===== src/rtl/image_rotate_nearest_macros.svh =====
// Assertion macros shared by the rotation datapath.
`ifndef IMAGE_ROTATE_NEAREST_MACROS_SVH
`define IMAGE_ROTATE_NEAREST_MACROS_SVH

`ifndef SYNTHESIS
// Check a property on every rising clock edge outside reset.
`define IRN_ASSERT(lbl, clk, rstn, prop) \
  lbl: assert property (@(posedge clk) disable iff (!rstn) prop) \
    else $error("image_rotate_nearest: assertion failed");
// Check that a condition never holds outside reset.
`define IRN_ASSERT_NEVER(lbl, clk, rstn, cond) \
  lbl: assert property (@(posedge clk) disable iff (!rstn) !(cond)) \
    else $error("image_rotate_nearest: forbidden condition seen");
`else
`define IRN_ASSERT(lbl, clk, rstn, prop)
`define IRN_ASSERT_NEVER(lbl, clk, rstn, cond)
`endif

`endif


===== src/rtl/irn_pkg.sv =====
`default_nettype none

package irn_pkg;

  // Frame store geometry
  localparam int unsigned MAX_WIDTH   = 256;
  localparam int unsigned MAX_HEIGHT  = 256;
  localparam int unsigned FRAME_WORDS = MAX_WIDTH * MAX_HEIGHT;
  localparam int unsigned ADDR_W      = $clog2(FRAME_WORDS);

  // Field widths
  localparam int unsigned SIZE_W     = 9;
  localparam int unsigned ANGLE_W    = 16;
  localparam int unsigned COORD_W    = 8;
  localparam int unsigned CHAN_W     = 8;
  localparam int unsigned COLOR_W    = 3 * CHAN_W;
  localparam int unsigned IDX_W      = 8;
  localparam int unsigned CFG_DATA_W = 16;

  // Datapath widths: delta is 2*coord - size, sum is the Q.15 source coordinate
  localparam int unsigned DELTA_W = SIZE_W + 2;
  localparam int unsigned PROD_W  = DELTA_W + ANGLE_W;
  localparam int unsigned SUM_W   = PROD_W + 1;
  localparam int unsigned Q_SHIFT = 14;
  localparam int unsigned FRAC_W  = Q_SHIFT + 1;
  localparam int unsigned SRC_W   = SUM_W - FRAC_W;
  localparam logic [FRAC_W-1:0] RND_HALF = FRAC_W'(1) << (FRAC_W - 1);

  // Register reset values
  localparam logic [SIZE_W-1:0]         RST_WIDTH  = SIZE_W'(256);
  localparam logic [SIZE_W-1:0]         RST_HEIGHT = SIZE_W'(256);
  localparam logic signed [ANGLE_W-1:0] RST_COS    = ANGLE_W'(16384);
  localparam logic signed [ANGLE_W-1:0] RST_SIN    = '0;

  // Queue between front and back
  localparam int unsigned QUEUE_DEPTH = 2;
  localparam int unsigned QPTR_W      = $clog2(QUEUE_DEPTH);
  localparam int unsigned QCNT_W      = $clog2(QUEUE_DEPTH + 1);

  typedef enum logic {
    OP_LOAD    = 1'b0,
    OP_PRODUCE = 1'b1
  } op_e;

  typedef enum logic [IDX_W-1:0] {
    REG_WIDTH  = 8'd0,
    REG_HEIGHT = 8'd1,
    REG_COS    = 8'd2,
    REG_SIN    = 8'd3
  } cfg_reg_e;

  typedef enum logic [2:0] {
    S_IDLE,
    S_MULT,
    S_SUM,
    S_ROUND,
    S_READ,
    S_EMIT
  } back_state_e;

  typedef struct packed {
    op_e               operation;
    logic [COORD_W-1:0] pixel_x;
    logic [COORD_W-1:0] pixel_y;
    logic [CHAN_W-1:0]  blue_in;
    logic [CHAN_W-1:0]  green_in;
    logic [CHAN_W-1:0]  red_in;
  } pix_in_t;

  typedef struct packed {
    logic [CHAN_W-1:0] blue_out;
    logic [CHAN_W-1:0] green_out;
    logic [CHAN_W-1:0] red_out;
    logic              out_of_bounds;
  } res_t;

  typedef struct packed {
    logic [IDX_W-1:0]      reg_index;
    logic [CFG_DATA_W-1:0] wdata;
  } cfg_wr_t;

  // Live configuration seen by front and back
  typedef struct packed {
    logic [SIZE_W-1:0]         eff_w;
    logic [SIZE_W-1:0]         eff_h;
    logic signed [ANGLE_W-1:0] cos_angle;
    logic signed [ANGLE_W-1:0] sin_angle;
  } ctrl_t;

  // Classified word handed from front to back
  typedef struct packed {
    logic                      is_load;
    logic [COORD_W-1:0]        x;
    logic [COORD_W-1:0]        y;
    logic [COLOR_W-1:0]        color;
    logic signed [DELTA_W-1:0] dx;
    logic signed [DELTA_W-1:0] dy;
  } qent_t;

endpackage

`default_nettype wire


===== src/rtl/irn_front.sv =====
`default_nettype none

module irn_front import irn_pkg::*; (
  input  wire logic    clk_i,
  input  wire logic    rst_ni,
  input  wire ctrl_t   ctrl_i,
  input  wire logic    in_valid_i,
  output logic         in_ready_o,
  input  wire pix_in_t in_word_i,
  output logic         push_valid_o,
  input  wire logic    push_ready_i,
  output qent_t        push_ent_o
);

  logic  hold_q, hold_d;
  qent_t ent_q, ent_d;
  logic  keep;

  assign in_ready_o   = !hold_q || push_ready_i;
  assign push_valid_o = hold_q;
  assign push_ent_o   = ent_q;

  // Drop loads that fall outside the frame store
  assign keep = (in_word_i.operation == OP_PRODUCE) ||
                ((32'(in_word_i.pixel_x) < MAX_WIDTH) &&
                 (32'(in_word_i.pixel_y) < MAX_HEIGHT));

  always_comb begin
    hold_d = hold_q && !push_ready_i;
    ent_d  = ent_q;
    if (in_valid_i && in_ready_o) begin
      hold_d        = keep;
      ent_d.is_load = (in_word_i.operation == OP_LOAD);
      ent_d.x       = in_word_i.pixel_x;
      ent_d.y       = in_word_i.pixel_y;
      ent_d.color   = {in_word_i.red_in, in_word_i.green_in, in_word_i.blue_in};
      ent_d.dx      = $signed({{(DELTA_W - COORD_W - 1){1'b0}}, in_word_i.pixel_x, 1'b0}) -
                      $signed({{(DELTA_W - SIZE_W){1'b0}}, ctrl_i.eff_w});
      ent_d.dy      = $signed({{(DELTA_W - COORD_W - 1){1'b0}}, in_word_i.pixel_y, 1'b0}) -
                      $signed({{(DELTA_W - SIZE_W){1'b0}}, ctrl_i.eff_h});
    end
  end

  always_ff @(posedge clk_i or negedge rst_ni) begin
    if (!rst_ni) begin
      hold_q <= 1'b0;
    end else begin
      hold_q <= hold_d;
    end
  end

  always_ff @(posedge clk_i) begin
    ent_q <= ent_d;
  end

endmodule

`default_nettype wire


===== config.mk =====
export PLATFORM = sky130hd
export DESIGN_NAME = irn_front
export DESIGN_NICKNAME = d
export VERILOG_FILES = /design/src/rtl/image_rotate_nearest_macros.svh /design/src/rtl/irn_pkg.sv /design/src/rtl/irn_front.sv
export SDC_FILE = /design/constraint.sdc
export NUM_CORES = 1
export LEC_CHECK = 0
export ABC_AREA = 1
export BUFFER_PORTS_ARGS = -buffer_cell sky130_fd_sc_hd__buf_2
export CAP_MARGIN = 5
export CORE_UTILIZATION = 40
export DETAILED_ROUTE_END_ITERATION = 12
export PLACE_DENSITY = 0.76
export SLEW_MARGIN = 40
export SYNTH_ARGS = -nofsm -noshare
export SYNTH_HDL_FRONTEND = slang
export SYNTH_SLANG_ARGS = --single-unit

===== constraint.sdc =====
create_clock -name clk_i -period 4.2 [get_ports clk_i]
set_clock_uncertainty 0.05 [all_clocks]
set_input_delay 0 -clock clk_i [delete_from_list [all_inputs] [get_ports clk_i]]
set_output_delay 0 -clock clk_i [all_outputs]
set_load 0.05 [all_outputs]

==> results of run 1 <==
## power groups by stage
stage               registers [mW]  clock network, mW  logic [mW]
global route                 0.749              0.603       0.438
finish                       0.746              0.563       0.404
CTS                          0.746              0.574       0.404
detailed placement           0.758                  0       0.368
global placement             0.758                  0       0.363
floorplan                    0.907                  0       0.128
## worst max-delay path, stage by stage (launching register included)
cell     delay (ps)
dfrtp_1         430
a21oi_4         160
buf_4           610
## path summary, 6_finish.rpt
check                           slack [ps]              to  cells after the start          from
worst max-delay path                  2550  push_ent_o[61]                      2  push_valid_o
worst min-delay path                    60   push_ent_o[1]                      3    ctrl_i[33]
worst max register to register        2550  push_ent_o[61]                      2  push_valid_o
worst min register to register        1060  push_ent_o[30]                      2  push_valid_o
max in group asynchronous             3530    push_valid_o                      3        rst_ni
min in group asynchronous              460    push_valid_o                      3        rst_ni
## placed cells by master (no fill, tap or decap), drive strengths merged
master	instances
clkinvlp	1
dfrtp	1
clkbuf	10
nor2	17
inv	49
buf	128
clkinv	3
o21bai	2
edfxtp	61
dlygate4sd3	47
a21oi	9
nand2	81
xnor2	3
bufinv	2
xor2	3
or2	3
nand3b	2
fa	2
ha	16
nand3	12
## state kept, by name (all words and copies together), names as in the netlist
signal        cells
push_ent_o       61
push_valid_o      1
## cell type report
cell class,count,share of cell area (%)
flip-flops and latches,62,43.0
repair buffers,175,25.8
multi-input cells,150,19.3
inverters,49,4.26
clock buffers,10,2.95
well taps,96,2.78
clock inverters,6,2.00
## routing by layer
metal  GRT usage, %  part of all wire, %  vias to the layer above
met5              0                    0                        -
met4           9.55                  2.2                        0
met3           3.05                  4.7                       13
met2           30.3                   51                       83
met1           21.1                   42                     1089
li1               -                    -                     1216
## cells by family (layout without fill, tap and decap cells)
family | Yosys count | in the layout
XOR/XNOR | 6 | 6
AO/OA/AOI/OAI | 11 | 11
flip-flops | 62 | 62
buffers and inverters | 51 | 240
AND/OR/NAND/NOR | 115 | 115
adder cells (fa/ha/maj) | 18 | 18
## per-stage QoR
step,total power [mW],std cells
global placement,1.12,485
detailed placement,1.13,485
floorplan,1.03,263
CTS,1.72,548
global route,1.79,548
finish,1.71,548
## what timing repair did
action / in CTS / in global routing
hold buffers: 47 / 0
resized for setup: 0 / 0
hold endpoints to repair: 48 / 0
==> metrics.yaml, run 1 <==
yosysTopAreaCellShare_pct: 63.7
clkPwrFrac_pct: 32.9
grt_max_degree: 62
grt_setup_unrepaired: "false"
fillCellCount: 552
worstMarginPinSlew_ps: 756
synth-adder-area-share_pct: 8.35
min_period_ps: 1650
dpl-instance-area_um2: 3640
synth_top_family_by_area: "simple AND/OR/NAND/NOR gates"
synth_area_um2: 2880
synth_edf_count: 61
end_kind: "flop"
layout-drive-gt1-share_pct: 32.5
grt_overflow: 0
antenna_found_initial: 0
cts_root_buf: "clkbuf_8"
synthSimpleGateAreaFrac_pct: 16.3
internal_power_mw: 1.20
slew_viol_final: 0
die_x_um: 86.8
wire_per_inst_um: 11.8
worst_slack_ps: 2550
coreArea_um2: 6870
cts_tree: "built"
die_y_um: 86.8
clkTransAtPathRegs_ps: 70
antenna_cells: 0
crit_type: "flop to flop"
vdd.ir_drop.worst_v: 0.000160
arrival_ps: 1560
design_area_um2: 4320
power.switching_mw: 0.516
initial_core_util_pct: 41.9
synth_cells: 263
hold_path_class: "primary input to flop"
cap_viol_max_count: 0
vias: 2401
synth.distinct_cells: 16
sequentialPowerShare_pct: 43.5
drc: 0
multi_input_comb_area_um2: 833
layout.area.seq_um2: 1860
fin_nets: 560
status: "completed"
ys_top_cells_by_count: "78 x nand2_1, 61 x edfxtp_1, 49 x inv_1, 17 x nor2_1, 16 x ha_1"
synth-async-reset-ratio_pct: 1.61
max_slew_margin_pct: 49.6
yosys_register_bits: 62
dp_hpwl_um: 4310
syn_area_per_cell_um2: 10.9
p_leak_nw: 2.12
grt_usage_pct: 17.6
post-route-period-util_pct: 39.3
ys_warn_count: 0
required_ps: 4110
synth_top_area_cell: "edfxtp_1"
synth_nets: 376
drtIter0Drc: 115
grt_pass1_wl_um: 9970
grt_pass1_vias: 2240
synthFlopType: "edfxtp_1"
p_sw_share_pct: 30.1
finalHoldViolations: 0
cp_max_fo: 61
routed_via_density: 4.38
power_density_nw_per_um2: 396
fp-row-count: 30
drtAntennaViolNets: 0
wl_um: 6460
synth_compound_area_share_pct: 2.09
combPwrFrac_pct: 23.6
post-cts-setup-buffers: 0
io_pins: 160
cts_sinks: 62
cts_buffer_depth: 2
synthMuxAreaShare_pct: 0
setup_viol: 0
cts_buffers: 9
place.gp.congestion: 0.872
synth_seq_area_share_pct: 64.5
tns_ps: 0
h-tree-depth: 3
clock.fmax_mhz: 606
post-synth-top-count-cell: "nand2_1"
clkLatencyLatePin_ps: 330
finish.utilization_pct: 62.9
dp_slack_ps: 2580
first_pass_iters: 4
die-area_um2: 7540
area_delta_synth_final_pct: 50.2
hold_slack_ps: 59.1
port_buffers: 127
synth-xor-area-share_pct: 1.83
synthTopCellsByArea: "edfxtp_1 64%, nand2_1 10%, ha_1 7.0%, inv_1 6.4%, nor2_1 2.2%"
start_kind: "flop"
No activity file was read; power rests on OpenSTA's default activity.
==> run 2, diff against run 1 <==
==> constraint.sdc (replaced) <==
create_clock -name clk_i -period 1.45 [get_ports clk_i]
set_clock_uncertainty 0.05 [all_clocks]
set_input_delay 0 -clock clk_i [delete_from_list [all_inputs] [get_ports clk_i]]
set_output_delay 0 -clock clk_i [all_outputs]
set_load 0.05 [all_outputs]
==> metrics.yaml, run 2 (same netlist as run 1, synthesis figures left out) <==
drtIter0Drc: 105
routed_via_density: 4.35
cp_max_fo: 5
dp_slack_ps: 34.5
end_kind: "flop"
grt_pass1_vias: 2292
regToRegSetupSlack_ps: 130
grt_max_degree: 33
die-area_um2: 7540
tns_ps: 0
post-route-period-util_pct: 93.2
io_pins: 160
layout-drive-gt1-share_pct: 34.1
grt_setup_unrepaired: "false"
max_slew_margin_pct: 82.1
vias: 2399
clkLatencyLatePin_ps: 330
drc: 0
cts_tree: "built"
cts_buffer_depth: 2
wire_per_inst_um: 12.3
die_y_um: 86.8
initial_core_util_pct: 41.9
wl_um: 6770
coreArea_um2: 6870
antenna_cells: 0
largest_reg_flops: 61
grt_pass1_wl_um: 10200
drtAntennaViolNets: 0
arrival_ps: 1400
fp-row-count: 30
die_x_um: 86.8
required_ps: 1490
finish.utilization_pct: 64.2
mostFrequentLayoutCell: "buf_2"
clkTransAtPathRegs_ps: 70
h-tree-depth: 3
power_density_nw_per_um2: 1100
start_kind: "primary input"
fillCellCount: 551
worst_slack_ps: 98.3
grt_usage_pct: 18.0
port_buffers: 127
crit_type: "primary input to flop"
cap_viol_max_count: 0
first_pass_iters: 4
layout.area.seq_um2: 1860
grt_overflow: 0
vdd.ir_drop.worst_v: 0.000422
final_cell_mix: "127 x buf_2, 78 x nand2_1, 61 x edfxtp_1"
p_leak_nw: 2.12
setup_viol: 0
antenna_found_initial: 0
worstMarginPinSlew_ps: 271
status: "completed"
fin_nets: 563
slew_viol_final: 0
cts_sinks: 62
min_period_ps: 1350
cts_root_buf: "clkbuf_8"
multi_input_comb_area_um2: 892
place.gp.congestion: 0.855
cts_buffers: 9
clock.fmax_mhz: 740
hold_path_class: "primary input to flop"
p_total_mw: 4.85
dp_hpwl_um: 4720
finalHoldViolations: 0
area_delta_synth_final_pct: 53.2
[run 2: cell types whose count changed in the layout (fill, tap and decap cells not counted), sizes merged]
| cell | change |
|---|---|
| buf | +1 |
| bufinv | -1 |
| clkinvlp | +2 |
| clkbuf | -1 |
| dlygate4sd3 | +2 |
[run 2: stage by stage]
step / cells / hold slack, ps / cell area [um2]
final: 551 / 114 / 4410
after global routing: 551 / 125 / 4410
after CTS: 551 / 100 / 4350
after detailed placement: 486 / -274 / 3670
after global placement: 486 / -275 / 3670
after floorplan: 263 / -346 / 2890
[run 2: worst paths after layout]
kind                                from             end  cells past startpoint
hold / removal             in_word_i[26]   push_ent_o[3]                      3
setup / recovery           in_word_i[38]  push_ent_o[20]                      8
min in group asynchronous         rst_ni    push_valid_o                      3
max in group asynchronous         rst_ni    push_valid_o                      3
hold reg to reg             push_valid_o  push_ent_o[32]                      2
setup reg to reg            push_valid_o    push_valid_o                      3
[run 2: area by class of cell]
| class | count | area share [%] |
|---|---|---|
| clock buffers | 9 | 2.81 |
| clock inverters | 7 | 1.48 |
| inverters | 49 | 4.17 |
| multi-input cells | 150 | 20.2 |
| flip-flops and latches | 62 | 42.1 |
| well taps | 96 | 2.72 |
| repair buffers | 178 | 26.4 |
[run 2: metal layers]
metal | vias up | GRT usage (%) | wire length (um)
met5 | - | 0 | 0
met4 | 0 | 8.03 | 95
met3 | 11 | 3.43 | 259
met2 | 74 | 32.6 | 3560
met1 | 1093 | 20.6 | 2850
li1 | 1221 | - | -
[run 2: critical path, cell delays in order]
cell and delay [ps]:
dlygate4sd3_1 540, buf_2 140, ha_4 280, nand2_1 90
nor2_2 140, nand2_1 60, nor2_1 90, nor2_1 60
[run 2: timing repair]
item / 4_1_cts / 5_1_grt
endpoints found under the hold margin: 49 / 0
buffers inserted: 0 / 0
hold buffers: 49 / 0
endpoints found under the setup margin: 0 / 6
gates resized for setup: 0 / 8
[run 2: where the power goes]
group | internal [mW] | switching, mW
Combinational | 0.409 | 0.821
Clock | 0.778 | 0.678
Sequential | 2.13 | 0.0307
