`src/rtl/image_rotate_nearest_macros.svh`:
```
// Assertion macros shared by the rotation datapath.
`ifndef IMAGE_ROTATE_NEAREST_MACROS_SVH
`define IMAGE_ROTATE_NEAREST_MACROS_SVH

`ifndef SYNTHESIS
// Check a property on every rising clock edge outside reset.
`define IRN_ASSERT(lbl, clk, rstn, prop) \
  lbl: assert property (@(posedge clk) disable iff (!rstn) prop) \
    else $error("image_rotate_nearest: assertion failed");
// Check that a condition never holds outside reset.
`define IRN_ASSERT_NEVER(lbl, clk, rstn, cond) \
  lbl: assert property (@(posedge clk) disable iff (!rstn) !(cond)) \
    else $error("image_rotate_nearest: forbidden condition seen");
`else
`define IRN_ASSERT(lbl, clk, rstn, prop)
`define IRN_ASSERT_NEVER(lbl, clk, rstn, cond)
`endif

`endif

```
`src/rtl/irn_pkg.sv`:
```
`default_nettype none

package irn_pkg;

  // Frame store geometry
  localparam int unsigned MAX_WIDTH   = 256;
  localparam int unsigned MAX_HEIGHT  = 256;
  localparam int unsigned FRAME_WORDS = MAX_WIDTH * MAX_HEIGHT;
  localparam int unsigned ADDR_W      = $clog2(FRAME_WORDS);

  // Field widths
  localparam int unsigned SIZE_W     = 9;
  localparam int unsigned ANGLE_W    = 16;
  localparam int unsigned COORD_W    = 8;
  localparam int unsigned CHAN_W     = 8;
  localparam int unsigned COLOR_W    = 3 * CHAN_W;
  localparam int unsigned IDX_W      = 8;
  localparam int unsigned CFG_DATA_W = 16;

  // Datapath widths: delta is 2*coord - size, sum is the Q.15 source coordinate
  localparam int unsigned DELTA_W = SIZE_W + 2;
  localparam int unsigned PROD_W  = DELTA_W + ANGLE_W;
  localparam int unsigned SUM_W   = PROD_W + 1;
  localparam int unsigned Q_SHIFT = 14;
  localparam int unsigned FRAC_W  = Q_SHIFT + 1;
  localparam int unsigned SRC_W   = SUM_W - FRAC_W;
  localparam logic [FRAC_W-1:0] RND_HALF = FRAC_W'(1) << (FRAC_W - 1);

  // Register reset values
  localparam logic [SIZE_W-1:0]         RST_WIDTH  = SIZE_W'(256);
  localparam logic [SIZE_W-1:0]         RST_HEIGHT = SIZE_W'(256);
  localparam logic signed [ANGLE_W-1:0] RST_COS    = ANGLE_W'(16384);
  localparam logic signed [ANGLE_W-1:0] RST_SIN    = '0;

  // Queue between front and back
  localparam int unsigned QUEUE_DEPTH = 2;
  localparam int unsigned QPTR_W      = $clog2(QUEUE_DEPTH);
  localparam int unsigned QCNT_W      = $clog2(QUEUE_DEPTH + 1);

  typedef enum logic {
    OP_LOAD    = 1'b0,
    OP_PRODUCE = 1'b1
  } op_e;

  typedef enum logic [IDX_W-1:0] {
    REG_WIDTH  = 8'd0,
    REG_HEIGHT = 8'd1,
    REG_COS    = 8'd2,
    REG_SIN    = 8'd3
  } cfg_reg_e;

  typedef enum logic [2:0] {
    S_IDLE,
    S_MULT,
    S_SUM,
    S_ROUND,
    S_READ,
    S_EMIT
  } back_state_e;

  typedef struct packed {
    op_e               operation;
    logic [COORD_W-1:0] pixel_x;
    logic [COORD_W-1:0] pixel_y;
    logic [CHAN_W-1:0]  blue_in;
    logic [CHAN_W-1:0]  green_in;
    logic [CHAN_W-1:0]  red_in;
  } pix_in_t;

  typedef struct packed {
    logic [CHAN_W-1:0] blue_out;
    logic [CHAN_W-1:0] green_out;
    logic [CHAN_W-1:0] red_out;
    logic              out_of_bounds;
  } res_t;

  typedef struct packed {
    logic [IDX_W-1:0]      reg_index;
    logic [CFG_DATA_W-1:0] wdata;
  } cfg_wr_t;

  // Live configuration seen by front and back
  typedef struct packed {
    logic [SIZE_W-1:0]         eff_w;
    logic [SIZE_W-1:0]         eff_h;
    logic signed [ANGLE_W-1:0] cos_angle;
    logic signed [ANGLE_W-1:0] sin_angle;
  } ctrl_t;

  // Classified word handed from front to back
  typedef struct packed {
    logic                      is_load;
    logic [COORD_W-1:0]        x;
    logic [COORD_W-1:0]        y;
    logic [COLOR_W-1:0]        color;
    logic signed [DELTA_W-1:0] dx;
    logic signed [DELTA_W-1:0] dy;
  } qent_t;

endpackage

`default_nettype wire

```
`src/rtl/irn_queue.sv`:
```
`default_nettype none
`include "image_rotate_nearest_macros.svh"

module irn_queue import irn_pkg::*; (
  input  wire logic  clk_i,
  input  wire logic  rst_ni,
  input  wire logic  push_valid_i,
  output logic       push_ready_o,
  input  wire qent_t push_ent_i,
  output logic       pop_valid_o,
  input  wire logic  pop_i,
  output qent_t      pop_ent_o
);

  qent_t             ent_q [QUEUE_DEPTH];
  logic [QPTR_W-1:0] wr_ptr_q, wr_ptr_d;
  logic [QPTR_W-1:0] rd_ptr_q, rd_ptr_d;
  logic [QCNT_W-1:0] count_q, count_d;
  logic              push, pop;

  assign push_ready_o = (count_q != QCNT_W'(QUEUE_DEPTH));
  assign pop_valid_o  = (count_q != '0);
  assign push         = push_valid_i && push_ready_o;
  assign pop          = pop_i && pop_valid_o;
  assign pop_ent_o    = ent_q[rd_ptr_q];

  always_comb begin
    wr_ptr_d = wr_ptr_q;
    rd_ptr_d = rd_ptr_q;
    count_d  = count_q;
    if (push) begin
      wr_ptr_d = (wr_ptr_q == QPTR_W'(QUEUE_DEPTH - 1)) ? '0 : wr_ptr_q + 1'b1;
    end
    if (pop) begin
      rd_ptr_d = (rd_ptr_q == QPTR_W'(QUEUE_DEPTH - 1)) ? '0 : rd_ptr_q + 1'b1;
    end
    if (push && !pop) begin
      count_d = count_q + 1'b1;
    end else if (pop && !push) begin
      count_d = count_q - 1'b1;
    end
  end

  always_ff @(posedge clk_i or negedge rst_ni) begin
    if (!rst_ni) begin
      wr_ptr_q <= '0;
      rd_ptr_q <= '0;
      count_q  <= '0;
    end else begin
      wr_ptr_q <= wr_ptr_d;
      rd_ptr_q <= rd_ptr_d;
      count_q  <= count_d;
    end
  end

  always_ff @(posedge clk_i) begin
    if (push) begin
      ent_q[wr_ptr_q] <= push_ent_i;
    end
  end

  `IRN_ASSERT_NEVER(a_q_overfill, clk_i, rst_ni, count_q > QCNT_W'(QUEUE_DEPTH))
  `IRN_ASSERT(a_q_grow, clk_i, rst_ni, push && !pop |=> count_q == $past(count_q) + 1'b1)
  `IRN_ASSERT(a_q_shrink, clk_i, rst_ni, pop && !push |=> count_q == $past(count_q) - 1'b1)

endmodule

`default_nettype wire

```
`config.mk`:
```
export PLATFORM = sky130hd
export DESIGN_NAME = irn_queue
export DESIGN_NICKNAME = d
export VERILOG_FILES = /design/src/rtl/irn_pkg.sv /design/src/rtl/irn_queue.sv
export VERILOG_INCLUDE_DIRS = /design/src /design/src/rtl
export SDC_FILE = /design/constraint.sdc
export NUM_CORES = 1
export LEC_CHECK = 0
export BUFFER_PORTS_ARGS = -buffer_cell sky130_fd_sc_hd__buf_2
export CORE_ASPECT_RATIO = 1.4
export CORE_MARGIN = 1.5
export CORE_UTILIZATION = 45
export DETAILED_ROUTE_END_ITERATION = 16
export HOLD_SLACK_MARGIN = 0.03
export PLACE_DENSITY = 0.7
export RECOVER_POWER = 50
export SYNTH_ARGS = -nofsm -noshare
export SYNTH_HDL_FRONTEND = slang
export SYNTH_SLANG_ARGS = --single-unit
export TNS_END_PERCENT = 30
```
`constraint.sdc`:
```
create_clock -name clk_i -period 4.1 [get_ports clk_i]
set_clock_uncertainty 0.05 [all_clocks]
set_input_delay 0.205 -clock clk_i [delete_from_list [all_inputs] [get_ports clk_i]]
set_output_delay 0.205 -clock clk_i [all_outputs]
set_load 0.01 [all_outputs]
```
==> results of run 1 <==
[worst max-delay path, cell delays in order (launching register included)]
cell	delay, ps
dfrtp_2	1680
mux2_2	460
buf_2	140
[flip-flops by register name, indices dropped and copies added (netlist names)]
register / flops
count_q: 2
ent_q: 126
rd_ptr_q: 1
wr_ptr_q: 1
[worst paths after layout]
kind	endpoint	slack (ps)
setup / recovery	pop_ent_o[47]	1140
hold / removal	rd_ptr_q$_DFFE_PN0P_	60
setup reg to reg	ent_q[1][8]$_DFFE_PP_	1210
hold reg to reg	count_q[1]$_DFFE_PN0P_	450
max in group asynchronous	rd_ptr_q$_DFFE_PN0P_	3670
min in group asynchronous	count_q[0]$_DFFE_PN0P_	120
[power groups by stage]
stage               logic [uW]  clock network (uW)  registers [uW]
finish                    1360                1590            2070
global placement          1300                   0            2080
floorplan                 1120                   0            1930
detailed placement        1310                   0            2100
CTS                       1370                1620            2080
global route              1460                1670            2110
[logic make-up (layout without fill, tap and decap cells)]
family                   Yosys count  count (layout)  share of synthesized area
flip-flops                       130             130                     0.7706
multiplexers                      63              63                     0.1847
buffers and inverters              8             230                    0.02681
AND/OR/NAND/NOR                    7               7                   0.006707
XOR/XNOR                           5               5                   0.008691
adder cells (fa/ha/maj)            1               1                   0.002482
other                              0               2                          0
[cell type report]
class,instances,area (um^2)
clock buffer,17,425.4
timing repair buffer,197,1264
inverter,1,3.754
fill,792,3865
clock inverter,15,214.0
sequential,130,3885
multi-input combinational,76,1028
antenna,2,5.005
tap,141,176.4
[stage by stage]
| step | instances | utilization | hold slack [ps] | area (um^2) | total power [uW] |
|---|---|---|---|---|---|
| finish | 579 | 0.6443 | 61.48 | 7002 | 5022 |
| floorplan | 214 | - | -140.6 | 5040 | 3051 |
| global route | 578 | 0.6441 | 72.07 | 6999 | 5235 |
| global placement | 481 | 0.5320 | -37.56 | 5781 | 3378 |
| CTS | 577 | 0.6497 | 43.98 | 7061 | 5063 |
| detailed placement | 481 | 0.5320 | -33.67 | 5781 | 3415 |
[what timing repair did]
item,4_1_cts,5_1_grt
gates resized for setup,0,0
hold endpoints to repair,130,0
hold buffers,64,0
[routing by layer]
layer | wire length (um) | vias to the layer above | track usage
met5 | 0 | - | 0
met4 | 191 | 0 | 0.1023
met3 | 468 | 12 | 0.04152
met2 | 5073 | 92 | 0.2807
met1 | 3145 | 1333 | 0.1542
li1 | - | 1260 | -
[synthesized netlist by cell type, drive strengths merged]
cell type	n	share of area
edfxtp	126	0.75
mux2	63	0.18
buf	7	0.026
dfrtp	4	0.020
xnor2	3	0.0052
nand2	2	0.0015
nor2	2	0.0015
xor2	2	0.0035
and3	1	0.0012
ha	1	0.0025
inv	1	0.00074
nand2b	1	0.0012
or2	1	0.0012
==> impl_metrics.py, run 1 <==
metrics = {
    "global_route": {
        "grt_pass1_wl_um": 13320,
        "grt_antenna_before_repair": 1,
        "grt_pass1_vias": 2801,
        "grt_max_degree": 65,
        "track_usage": 0.1555,
        "grt.overflow.total": 0,
    },
    "placement": {
        "hpwl_um": 5421,
        "io_buffers": 131,
        "pre_cts_ws_ps": 1804,
        "place.gp.congestion": 0.7289,
    },
    "floorplan": {
        "initial_core_util": 0.4638,
        "die_area_um2": 11850,
        "core_area_um2": 10870,
        "dieHeight_um": 128.2,
        "core.rowCount": 45,
        "die_x_um": 92.44,
        "ios": 132,
    },
    "setup_path": {
        "r2r-start": "count_q[0]$_DFFE_PN0P_",
        "worstSetupPathType": "reg -> out",
        "cp.arrival_ps": 2710,
        "cp.required_ps": 3850,
        "crit_fanout": 64,
        "crit_path_end_kind": "primary output",
        "critPathLaunch": "rd_ptr_q$_DFFE_PN0P_",
        "cp-start-kind": "register",
        "r2r_cells": 3,
    },
    "synthesis": {
        "yosys_warnings": 0,
        "syn_nets": 282,
        "ys_ff_latch": 130,
        "syn_avg_cell_area_um2": 23.55,
        "synth_cells": 214,
        "synth_cell_types": 15,
        "synth_area_um2": 5040,
        "ys_seq_area_frac": 0.7706,
    },
    "sta": {
        "fin_crit_sh": 0.7227,
        "setup_viol": 0,
        "fin_tns_setup_ps": 0,
        "slew_violations": 103,
        "setup_ws_ps": 1137,
        "hold_viol": 0,
        "period_needed_ps": 2963,
        "fmax_ghz": 0.3375,
        "worst_pin_slew_ps": 1965,
        "slew_headroom": -0.3103,
        "rsz0062_at_grt": "no",
    },
    "power": {
        "p_comb_frac": 0.271,
        "p_leak_uw": 0.002740,
        "power.switching_uw": 1324,
        "vdd_ir_drop_max_mv": 0.6246,
        "power_density_nw_per_um2": 717.2,
        "seq_power_share": 0.412,
        "p_sw_frac": 0.2637,
        "power_frac_clock": 0.316,
        "internal_power_uw": 3698,
    },
    "finish": {
        "syn_to_final_growth_pct": 38.93,
        "fin_nets": 491,
        "final_common_cell": "edfxtp_1",
        "drive_gt1_frac": 0.4106,
        "final_cell_mix": "126 x edfxtp_1, 81 x buf_2, 64 x dlygate4sd3_1",
    },
    "job": {
        "max_cap_viol_count": 2,
    },
    "worst_hold_path": {
        "min_from": "pop_i",
        "hp-class": "in -> reg",
        "holdPathStages": 3,
    },
    "cts": {
        "h-tree-depth": 4,
        "clock_latency_ps": 400,
        "clk_transition_reported_paths_ps": 50,
        "cts-root-buf": "clkbuf_16",
        "cts_buffers": 17,
        "cts.sinks": 130,
        "cts_buffer_depth": 2,
        "cts_tree": "built",
        "postCtsSetupRepairBufs": 0,
    },
    "route": {
        "dr.pass1.iters": 4,
        "route.detailed.vias_per_inst": 4.658,
        "vias": 2697,
        "wire_per_inst_um": 15.34,
        "wirelength_um": 8879,
        "antenna_left": 0,
        "drc_errors": 0,
        "drt_iter0_markers": 137,
    },
    "run_status": {
        "failed_checks": "max-capacitance violations, max-slew violations",
        "outcome": "finished with violations",
    },
}
Power figures use the tool's default switching activity.
==> run 2, diff against run 1 <==
Clock period 4.1 ns to 2.8 ns, I/O delays scaled along.
==> impl_metrics.py, run 2 (synthesized netlist as in run 1, its figures left out) <==
metrics = {
    "run_status": {
        "outcome": "finished with violations",
        "failed_checks": "max-capacitance violations, max-slew violations",
    },
    "finish": {
        "antenna-diode-count": 0,
        "fin_nets": 495,
        "top_regs": "ent_q: 126 flops, count_q: 2 flops",
        "largest_register": "ent_q",
        "final_common_cell": "edfxtp_1",
        "largest_register_ffs": 126,
        "stdcell_area_um2": 6994,
        "final_cell_mix": "126 x edfxtp_1, 86 x buf_2, 66 x dlygate4sd3_1",
        "fillCellCount": 789,
        "syn_to_final_growth_pct": 38.78,
        "stdcell_count": 581,
        "drive_gt1_frac": 0.4136,
    },
    "setup_path": {
        "worst-path-buf-inv": 1,
        "critPathMaxStageDelay_ps": 1120,
        "crit_fanout": 63,
        "cp-start-kind": "register",
        "critPathLaunch": "count_q[0]$_DFFE_PN0P_",
        "path_cells": "nand2b_1, and3_2, buf_2",
        "crit_path_end_kind": "register",
        "r2r-start": "count_q[0]$_DFFE_PN0P_",
        "cp_top_family": "buffers and inverters",
        "cp.required_ps": 2750,
        "cp_slowest_cell": "buf_2",
        "cp.arrival_ps": 2270,
        "worstSetupPathType": "reg -> reg",
    },
    "global_route": {
        "grt.overflow.total": 0,
        "grt_pass1_wl_um": 13480,
        "grt_pass1_vias": 2792,
        "grt_antenna_before_repair": 0,
        "track_usage": 0.1557,
        "grt_max_degree": 64,
    },
    "sta": {
        "fin_crit_sh": 0.8303,
        "whs_ps": 78.81,
        "setup_viol": 0,
        "slew_headroom": -0.007616,
        "slew_violations": 64,
        "fmax_ghz": 0.4301,
        "fin_tns_setup_ps": 0,
        "period_needed_ps": 2325,
        "worst_pin_slew_ps": 1511,
        "hold_viol": 0,
        "setup_ws_ps": 475.1,
        "rsz0062_at_grt": "no",
    },
    "cts": {
        "clk_transition_reported_paths_ps": 50,
        "cts.sinks": 130,
        "cts_buffer_depth": 2,
        "clock_latency_ps": 400,
        "cts_buffers": 17,
        "h-tree-depth": 4,
        "cts_tree": "built",
        "cts-root-buf": "clkbuf_16",
    },
    "placement": {
        "pre_cts_ws_ps": 894.7,
        "place.gp.congestion": 0.7120,
        "hpwl_um": 5437,
        "io_buffers": 131,
        "placed_area_um2": 5808,
        "placedCellCount": 483,
    },
    "worst_hold_path": {
        "min_from": "push_valid_i",
        "hp-class": "in -> reg",
    },
    "power": {
        "vdd_ir_drop_max_mv": 0.9704,
        "power_density_nw_per_um2": 1028,
        "p_leak_uw": 0.002751,
    },
    "route": {
        "route.detailed.vias_per_inst": 4.590,
        "drc_errors": 0,
        "drt_iter0_markers": 136,
        "dr.pass1.iters": 4,
        "wire_per_inst_um": 15.09,
        "vias": 2667,
        "antenna_left": 0,
        "wirelength_um": 8769,
    },
    "floorplan": {
        "initial_core_util": 0.4638,
        "die_area_um2": 11850,
        "ios": 132,
        "core_area_um2": 10870,
        "die_x_um": 92.44,
        "core.rowCount": 45,
        "dieHeight_um": 128.2,
    },
    "job": {
        "max_cap_viol_count": 1,
    },
}
==> run 2: cell types whose count changed in the layout (fill, tap and decap cells not counted), sizes merged, moves of 2 or more <==
cell,change
buf,+5
clkbuf,-2
clkinv,+2
diode,-2
dlygate4sd3,+2
==> run 2: worst register-to-register path: cells and delay by family (launching register included) <==
| kind | cells | cell delay (ps) |
|---|---|---|
| AND/OR/NAND/NOR | 2 | 330 |
| buffers and inverters | 1 | 1120 |
| flip-flops | 1 | 400 |
==> run 2: metal layers <==
layer	vias up	share of wire	track usage	wire length, um
li1	1271	-	-	-
met1	1289	0.38	0.1655	3309
met2	86	0.55	0.2682	4783
met3	21	0.047	0.05635	414
met4	0	0.030	0.08235	261
met5	-	0	0	0
==> run 2: layout make-up <==
type                    instances  area [um^2]  area share
well taps                     141        176.4     0.02522
clock inverters                14        168.9     0.02415
inverters                       1        3.754   0.0005367
multi-input cells              76         1030      0.1472
clock buffers                  18        429.2     0.06136
flip-flops and latches        130         3887      0.5558
repair buffers                201         1299      0.1857
==> run 2: repair_timing <==
action                    CTS  global route
hold endpoints to repair  131             0
hold buffers               66             0
buffers inserted            0             0
resized for setup           0             0
==> run 2: through the flow <==
stage	total power (uW)	util
after floorplan	4459	-
after global placement	4957	0.5345
after detailed placement	5006	0.5345
after CTS	7300	0.6503
after global routing	7523	0.6436
final	7189	0.6436
==> run 2: power breakdown <==
part	total, uW	internal, uW	switching (uW)
logic	2030	1120	910
clock network	2200	1470	733
registers	2960	2680	278
==> run 2: final timing paths <==
path | cells past startpoint | slack [ps] | end
worst min register to register | 1 | 450 | count_q[1]$_DFFE_PN0P_
worst max register to register | 3 | 480 | ent_q[1][55]$_DFFE_PP_
min in group asynchronous | 3 | 580 | wr_ptr_q$_DFFE_PN0P_
max in group asynchronous | 3 | 1910 | rd_ptr_q$_DFFE_PN0P_
worst min-delay path | 3 | 80 | wr_ptr_q$_DFFE_PN0P_
worst max-delay path | 3 | 480 | ent_q[1][55]$_DFFE_PP_
==> run 3, diff against run 2 <==
Settings changed: ABC_AREA from default to 1, PLACE_DENSITY 0.7 to 0.73.
Clock period 2.8 ns to 1.91 ns, I/O delays scaled along.
==> impl_metrics.py, run 3 <==
metrics = {
    "synthesis": {
        "ys_seq_area_frac": 0.8044,
        "ys_async_sr_fraction": 0.03077,
        "synth_edf_count": 126,
        "syn_avg_cell_area_um2": 13.52,
        "synthTopCellsByCount": "199 x nand2_1, 126 x edfxtp_1, 6 x buf_2, 6 x inv_1, 5 x clkbuf_8",
        "synth_cells": 357,
        "ys_ff_latch": 130,
        "syn_nets": 425,
        "synth_flop_cell": "edfxtp_1",
        "synthTopCellsByArea": "edfxtp_1 78%, nand2_1 15%, dfrtp_1 2.1%, clkbuf_8 1.4%, buf_2 0.62%",
        "yosys.area.top_type": "edfxtp_1",
        "synth_area_um2": 4828,
        "synth_cell_types": 15,
        "yosys_warnings": 0,
        "yosysMostFrequentCell": "nand2_1",
        "synth_top_area_frac": 0.7836,
    },
    "placement": {
        "pre_cts_ws_ps": 413.0,
        "hpwl_um": 5963,
        "io_buffers": 131,
        "place.gp.congestion": 0.7318,
    },
    "finish": {
        "postLayoutCoreUtil": 0.6590,
        "top_regs": "ent_q: 126 flops, count_q: 2 flops",
        "final_common_cell": "nand2_1",
        "largest_register_ffs": 126,
        "drive_gt1_frac": 0.2131,
        "multiInputGateArea_um2": 815.8,
        "largest_register": "ent_q",
        "antenna-diode-count": 0,
        "final_cell_mix": "198 x nand2_1, 126 x edfxtp_1, 84 x buf_2",
        "seqCellArea_um2": 3885,
        "fillCellCount": 770,
        "fin_nets": 637,
        "syn_to_final_growth_pct": 42.01,
    },
    "route": {
        "vias": 3360,
        "drc_errors": 0,
        "dr.pass1.iters": 4,
        "wire_per_inst_um": 14.48,
        "drt_iter0_markers": 149,
        "antenna_left": 0,
        "wirelength_um": 10430,
        "route.detailed.vias_per_inst": 4.667,
    },
    "power": {
        "p_leak_uw": 0.002884,
        "vdd_ir_drop_max_mv": 0.8232,
        "design_power_total_uw": 10460,
        "power_density_nw_per_um2": 1525,
    },
    "floorplan": {
        "dieHeight_um": 125.6,
        "core.rowCount": 44,
        "die_x_um": 90.55,
        "core_area_um2": 10410,
        "initial_core_util": 0.4640,
        "ios": 132,
        "die_area_um2": 11370,
    },
    "global_route": {
        "grt_pass1_wl_um": 16060,
        "grt.overflow.total": 0,
        "grt_max_degree": 39,
        "grt_antenna_before_repair": 0,
        "track_usage": 0.1887,
        "grt_pass1_vias": 3495,
    },
    "run_status": {
        "outcome": "finished, final reports clean",
    },
    "setup_path": {
        "crit_fanout": 35,
        "cp-start-kind": "register",
        "worstSetupPathType": "reg -> out",
        "cp.arrival_ps": 1610,
        "crit_path_end_kind": "primary output",
        "cp.required_ps": 1760,
    },
    "sta": {
        "fmax_ghz": 0.5686,
        "fin_tns_setup_ps": 0,
        "worst_pin_slew_ps": 410.2,
        "rsz0062_at_grt": "no",
        "period_needed_ps": 1759,
        "slew_violations": 0,
        "slew_headroom": 0.7265,
        "hold_viol": 0,
        "setup_viol": 0,
        "setup_ws_ps": 151.2,
        "fin_crit_sh": 0.9208,
    },
    "cts": {
        "cts_buffers": 17,
        "cts.sinks": 130,
        "postCtsSetupRepairBufs": 0,
        "cts-root-buf": "clkbuf_16",
        "clock_latency_ps": 400,
        "cts_buffer_depth": 2,
        "cts_tree": "built",
        "clk_transition_reported_paths_ps": 50,
        "h-tree-depth": 4,
    },
    "worst_hold_path": {
        "hp-class": "in -> reg",
    },
    "job": {
        "max_cap_viol_count": 0,
    },
}
==> run 3: worst paths after layout <==
kind / start / end / slack (ps) / depth (start not counted)
min: push_ent_i[25] / ent_q[0][25]$_DFFE_PP_ / 370 / 2
max reg2reg: count_q[0]$_DFFE_PN0P_ / ent_q[1][12]$_DFFE_PP_ / 180 / 5
max: rd_ptr_q$_DFFE_PN0P_ / pop_ent_o[59] / 150 / 5
min in group asynchronous: rst_ni / count_q[1]$_DFFE_PN0P_ / 580 / 3
max in group asynchronous: rst_ni / rd_ptr_q$_DFFE_PN0P_ / 1000 / 3
min reg2reg: count_q[0]$_DFFE_PN0P_ / count_q[0]$_DFFE_PN0P_ / 470 / 1
==> run 3: worst max-delay path, cell delays in order (launching register included) <==
cell and delay, ps:
dfrtp_2 410, inv_2 230, buf_12 240, nand2_1 90
nand2_1 90, buf_2 140
==> run 3: per-stage QoR <==
stage | instance area [um^2] | hold slack [ps] | std cells
6_report | 6857 | 371.4 | 720
5_1_grt | 6857 | 355.6 | 720
4_1_cts | 6937 | 346.7 | 720
3_5_place_dp | 5668 | -130.4 | 621
3_3_place_gp | 5668 | -130.0 | 621
2_1_floorplan | 4858 | -250.1 | 357
==> run 3: logic make-up (layout without fill, tap and decap cells) <==
family,after synthesis,in the layout,share of synthesized area
simple gates,204,204,0.1596
flops,130,130,0.8044
buf+inv,20,245,0.02980
xor+xnor,2,2,0.003629
fa+ha+maj,1,1,0.002591
==> run 3: area by class of cell <==
cell class              instances  share of cell area
well taps                     138             0.02518
clock buffers                  18             0.06259
flip-flops and latches        130              0.5666
repair buffers                206              0.1982
multi-input cells             207              0.1190
clock inverters                14             0.02464
inverters                       7            0.003832
==> run 3: power by group <==
part / internal [uW] / switching, uW / leakage (uW)
combinational: 1100 / 2040 / 0.00138
clock: 2150 / 1090 / 0.000287
sequential: 3900 / 172 / 0.00122
==> run 3: metal layers <==
layer  global-route usage  up-vias  part of all wire
met5                    0        -                 0
met4              0.08497        0             0.023
met3              0.05535       23             0.050
met2               0.3481      116              0.54
met1               0.1941     1595              0.38
li1                     -     1626                 -
==> run 3: timing repair <==
item / in CTS / in global routing
hold buffers: 67 / 0
resized for setup: 0 / 0
endpoints found under the hold margin: 132 / 0
